<file path="src/r2p_div.sv">
// r2p_div: restoring divider, one quotient bit per cycle
// depends on nothing
module r2p_div (
	input  logic        clk,
	input  logic        arst_n,
	input  logic        start,
	input  logic [47:0] dividend,
	input  logic [23:0] divisor,
	output logic        done,
	output logic [47:0] quotient
);
	logic [5:0]  cnt_q;
	logic        busy_q;
	logic [24:0] rem_q;
	logic [47:0] quo_q;
	logic [24:0] trial;
	logic [24:0] sub;

	assign trial = {rem_q[23:0], quo_q[47]};
	assign sub   = trial - {1'b0, divisor};

	always_ff @(posedge clk or negedge arst_n) begin
		if (!arst_n) begin
			busy_q <= 1'b0;
			done   <= 1'b0;
			cnt_q  <= '0;
		end else begin
			done <= 1'b0;
			if (start) begin
				busy_q <= 1'b1;
				cnt_q  <= 6'd0;
			end else if (busy_q) begin
				cnt_q <= cnt_q + 6'd1;
				if (cnt_q == 6'd47) begin
					busy_q <= 1'b0;
					done   <= 1'b1;
				end
			end
		end
	end

	always_ff @(posedge clk) begin
		if (start) begin
			rem_q <= '0;
			quo_q <= dividend;
		end else if (busy_q) begin
			if (!sub[24]) begin
				rem_q <= sub;
				quo_q <= {quo_q[46:0], 1'b1};
			end else begin
				rem_q <= trial;
				quo_q <= {quo_q[46:0], 1'b0};
			end
		end
	end

	assign quotient = quo_q;
endmodule

</file>
<file path="config.mk">
export PLATFORM = sky130hd
export DESIGN_NAME = r2p_div
export DESIGN_NICKNAME = d
export VERILOG_FILES = /design/src/r2p_div.sv
export SDC_FILE = /design/constraint.sdc
export NUM_CORES = 1
export LEC_CHECK = 0
export BUFFER_PORTS_ARGS = -buffer_cell sky130_fd_sc_hd__buf_4
export CAP_MARGIN = 20
export CORE_ASPECT_RATIO = 1.4
export CORE_MARGIN = 4
export CORE_UTILIZATION = 30
export CTS_CLUSTER_SIZE = 10
export DETAILED_ROUTE_END_ITERATION = 16
export PLACE_DENSITY_LB_ADDON = 0.1
export REMOVE_ABC_BUFFERS = 1
export SYNTH_ARGS = -nofsm -noshare
export SYNTH_HDL_FRONTEND = slang
export SYNTH_SLANG_ARGS = --single-unit
</file>
<file path="constraint.sdc">
create_clock -name clk -period 4.5 [get_ports clk]
set_input_delay 0.225 -clock clk [delete_from_list [all_inputs] [get_ports clk]]
set_output_delay 0.225 -clock clk [all_outputs]
set_load 0.05 [all_outputs]
</file>
-- Yosys cells after proc, flatten, opt, wreduce, memory -nomap -nowiden
Index checks and enable logic that the tools add are counted.
- register bits: 80
- latch bits: 0
- bits in writable memories: 0
- bits in read-only memories: 0
- bits of input ports: 75
- output and inout bits: 49
- word-level logic and storage cells: 21
- memories: 0
- $add $sub $neg: 2
- multiply operators: 0
- div/mod/pow operators: 0
- $lt $le $gt $ge: 0
- eq/ne operators: 1
- shift operators: 0
- multiplexer cells: 12
- bitwise gates (word level): 0
- reduce and logical (&&, ||, !) cells: 1
- operator list (kind ; number):
    48-bit two-way mux ; 2
    25-bit by 24-bit subtractor with 25-bit output ; 1
    24-bit two-way mux ; 1
    6-bit two-way mux ; 2
    1-bit two-way mux ; 7
    6-bit by 1-bit adder with 6-bit output (second input constant) ; 1
    6-bit equality test (second input constant) ; 1
    2-bit nonzero test ; 1

-- Logic depth before layout (Yosys ltp)
- depth after elaboration: 4
- depth in mapped cells: 12
- gate-level depth less buffers: 10

-- Least setup slack after synthesis
Ideal clock, no wire load.
- path type: reg2reg
- start: reg quo_q[47], in the netlist quotient[47]
- end: reg rem_q[3]
- setup time: 0.091 ns
- data arrival time: 3.055 ns
- required time: 4.409 ns
- path slack: 1.354 ns
- stages on the path, launching flop included: 12
- buffers on the path: 1
- clock period less this slack: 3.146 ns
- path through: edfxtp_1 -> inv_1 -> ha_1 -> fa_1 -> nand2b_1 -> a21o_1 -> a21oi_4 -> o2111ai_4 -> and3b_1 -> buf_6 -> or4_1 -> a311oi_1
- word-level cells in the longest chain between the ends: 2
- RTL lines (item ; line ; RTL):
    start: declaration ; 15 ; logic [47:0] quo_q;
    start signal: assignment ; 45 ; quo_q <= dividend;
    start signal: assignment ; 49 ; quo_q <= {quo_q[46:0], 1'b1};
    start signal: assignment ; 52 ; quo_q <= {quo_q[46:0], 1'b0};
    25-bit by 24-bit subtractor with 25-bit output ; 20 ; assign sub = trial - {1'b0, divisor};
    24-bit two-way mux ; 47 ; if (!sub[24]) begin
    end signal: assignment ; 48 ; rem_q <= sub;
    end signal: assignment ; 51 ; rem_q <= trial;
    end: declaration ; 14 ; logic [24:0] rem_q;
Every way passes these cells.
A chain may end at the register's enable or synchronous reset.

-- Worst setup path in the final report
- start: reg rem_q[14]
- end: reg rem_q[22]
- word-level cells in the longest chain between the ends: 2
- RTL lines (item ; line):
    25-bit by 24-bit subtractor with 25-bit output ; 20
    24-bit two-way mux ; 47
Every way passes these cells.

==> run metrics <==
status finished clean; Top delay family on crit path compound AO/OA/AOI/OAI gates; gr ovfl total 0; first-pass GRT wire length 23900 um; Die Span X 119 um; CTS Buf Count 9; r2r setup slk 1.23 ns; ANT cells 0; Worst EP required 4.69 ns; largest family of logic cells by synthesized area compound AO/OA/AOI/OAI gates; synthesized area per cell 9.93 um^2; Setup CP Type flop to flop; Synth Warn # 0; vias 4399; vias per inst 5.08; Die H 164 um; CP arrival 3.46 ns; vias in the first global route 4571; # Max-Cap Violations 0; synth top area cells edfxtp_1 (28%), mux2_2 (10%), dfxtp_1 (9.2%), ha_1 (6.0%), dfrtp_1 (3.8%); Crit Reg-Reg Startpoint rem_q[14]; worst skew pair latency 0.35 ns; final setup vio count 0; core area 16900 um^2; post-CTS setup buffers 0; cell depth of the worst min-delay path 3; final hold vios 0; top-area cell type share of the netlist area 0.277; worst slew margin relative to its limit 0.315; Post-synth EDFFs 48; Die ar. 19500 um^2; Peak Freq 305 MHz; Max stage delay on crit path 0.74 ns; nets 730; worst-path maximum fanout 20; TNS Setup 0 ns; reg2reg end rem_q[22]; Hold Path Class input port to flop; largest net degree at the start of global routing 51; sequential share of the synthesized area 0.408; Async SR Flop Fraction 0.100; GPL Wtd Cong 0.847; Slew Limit Fails 0; multiplexer share of the synthesized area 0.109; htree depth 3; DRT Pass-1 Iters 4; Synth Area in Adders 0.0640; row cnt 56; LEAKAGE 2.80 nW; DRT Wirelength 14700 um; Mapped Cells 524; Main synth FF type edfxtp_1; Cell variety after synth 70; Slew @ Worst Pin 1.02 ns; PortBufs 123; leading area contributor after synthesis edfxtp_1; critical-path cell list ha_1 -> a21oi_2 -> o21ai_1 -> a221o_2 -> a21oi_4 -> nand3b_1 -> a211oi_1 -> a2111oi_0; Ports 124; Slowest-stage cell, CP nand3b_1; Root Driver clkbuf_16; Register Area 2120 um^2; Tot GR Track Use 0.153; overall power 3.37 mW; worst-case reg-to-reg path depth 8; Initial Utilization 0.308; Synth Area in XOR/XNOR 0.0286; Hold Crit Endpoint quotient[0]; area occupied by multi-input gates 2810 um^2; compound-gate portion of the synthesized area 0.191; Seq cells post-synth 80; Critical Path Sink Type flop; most frequent cells after synthesis edfxtp_1 (48), mux2_2 (47), nor2_1 (45), inv_1 (28), nand2_1 (26); Max Root-Sink Buffers 2; Tmin final 3.27 ns; PD cells 512 nW/um^2; hold_ws 0.171 ns; CTS tree built; Final Skew 0.0138 ns; RSZ-0062 raised after global routing false; placed instance count 849; clock sinks 80; drt wl/cell 17.0 um; post-layout util 0.390; Worst setup SP type flop; DRT iter0 DRCs 191; initial antenna violation count 0; Simple-Gate Fraction of Synth Area 0.147; Worst Path Buf+Inv 0; share of cells above drive strength 1 0.326; Worst VDD drop 0.000242 V; Area Overhead vs Synth 26.7%; hold_sp dividend[0]; Routed Antenna Nets 0; clock-pin transition on the worst setup and hold timing paths 0.07 ns; synthesized cell area 5200 um^2; Post-DP HPWL 10900 um; most instantiated library cell after synthesis edfxtp_1; drc violations 0; Non-Filler Instances 866; fin crit share 0.728; Filler Cell Count 1707
[worst min-delay path: cells and delay by family]
family / cells / cell delay, ns
simple gates: 1 / 0.04
compound gates: 1 / 0.07
buf+inv: 1 / 0.08
[registers in the layout, indices dropped and copies added (netlist names)]
signal	cells
done	1
busy_q	1
cnt_q	6
rem_q	24
quotient	48
[what timing repair did]
action                                 CTS  global route
endpoints found under the hold margin    8             0
hold buffers                             1             0
resized for setup                        0             0
[report_power, final]
part           leakage (nW)  total, mW  internal [mW]  switching, mW
Sequential            0.809       1.04          0.926          0.111
Clock                 0.145      0.753          0.430          0.322
Combinational          1.85       1.58          0.626          0.956
Total                  2.80       3.37           1.98           1.39
[area by class of cell]
class / count / share of cell area
timing repair buffer: 128 / 0.147
multi-input combinational: 382 / 0.426
sequential: 80 / 0.322
tap: 232 / 0.0440
clock inverter: 7 / 0.0104
inverter: 28 / 0.0159
clock buffer: 9 / 0.0342
[layout by cell type (no fill, tap or decap), types with 3 or more instances in the layout]
cell type  synthesis  layout
mux2_2            47      47
a311oi_1          19      19
o211ai_1           3       3
nand2b_1           5       5
xor2_1             7       7
o21ai_0           19      19
a21boi_0           4       4
nor2_1            45      45
or3_1             10      10
a21o_1             3       3
o21ai_1           23      23
nand4_1           11      11
nand3_1           15      15
mux2i_1            4       4
inv_1             28      27
edfxtp_1          48      48
dfrtp_1            8       8
or4_1              3       3
a21oi_2            3       3
o21bai_1           5       5
a211oi_1           4       4
dfxtp_1           24      24
ha_1              25      25
buf_4              1     126
o31ai_1            5       5
o21a_1             6       6
clkbuf_16          0       9
and2_1             7       7
and3_1             3       3
nand2_1           26      26
nor3_1             6       6
a21oi_1           19      19
xnor2_1           10      10
a31oi_1            4       4
[cells by family (layout without fill, tap and decap cells)]
group                    after synthesis  count (layout)
flip-flops                            80              80
AO/OA/AOI/OAI                        139             139
buffers and inverters                 62             172
adder cells (fa/ha/maj)               26              26
AND/OR/NAND/NOR                      149             149
XOR/XNOR                              17              17
multiplexers                          51              51
[routing by layer]
metal  GRT usage  routed length [um]  vias up
li1            -                   -     2191
met5           0                   0        -
met4      0.0633                 262        0
met3      0.0448                1050       20
met1       0.181                6090     2059
met2       0.259                7340      129
[per-stage QoR]
stage | instance area (um^2) | worst slack (ns)
3_3_place_gp | 6270 | 1.08
3_5_place_dp | 6290 | 1.20
2_1_floorplan | 5040 | 1.21
6_report | 6590 | 1.23
4_1_cts | 6590 | 1.19
5_1_grt | 6590 | 0.883
[worst max-delay path by stage]
stage	cells past startpoint	slack (ns)	to	startpoint
floorplan	10	1.21	rem_q[8]	quotient[47]
global route	10	0.88	rem_q[22]	quotient[47]
detailed placement	10	1.20	rem_q[8]	quotient[47]
global placement	10	1.08	rem_q[22]	quotient[47]
finish	8	1.23	rem_q[22]	rem_q[14]
CTS	10	1.19	rem_q[3]	quotient[47]
Power figures use the tool's default switching activity.
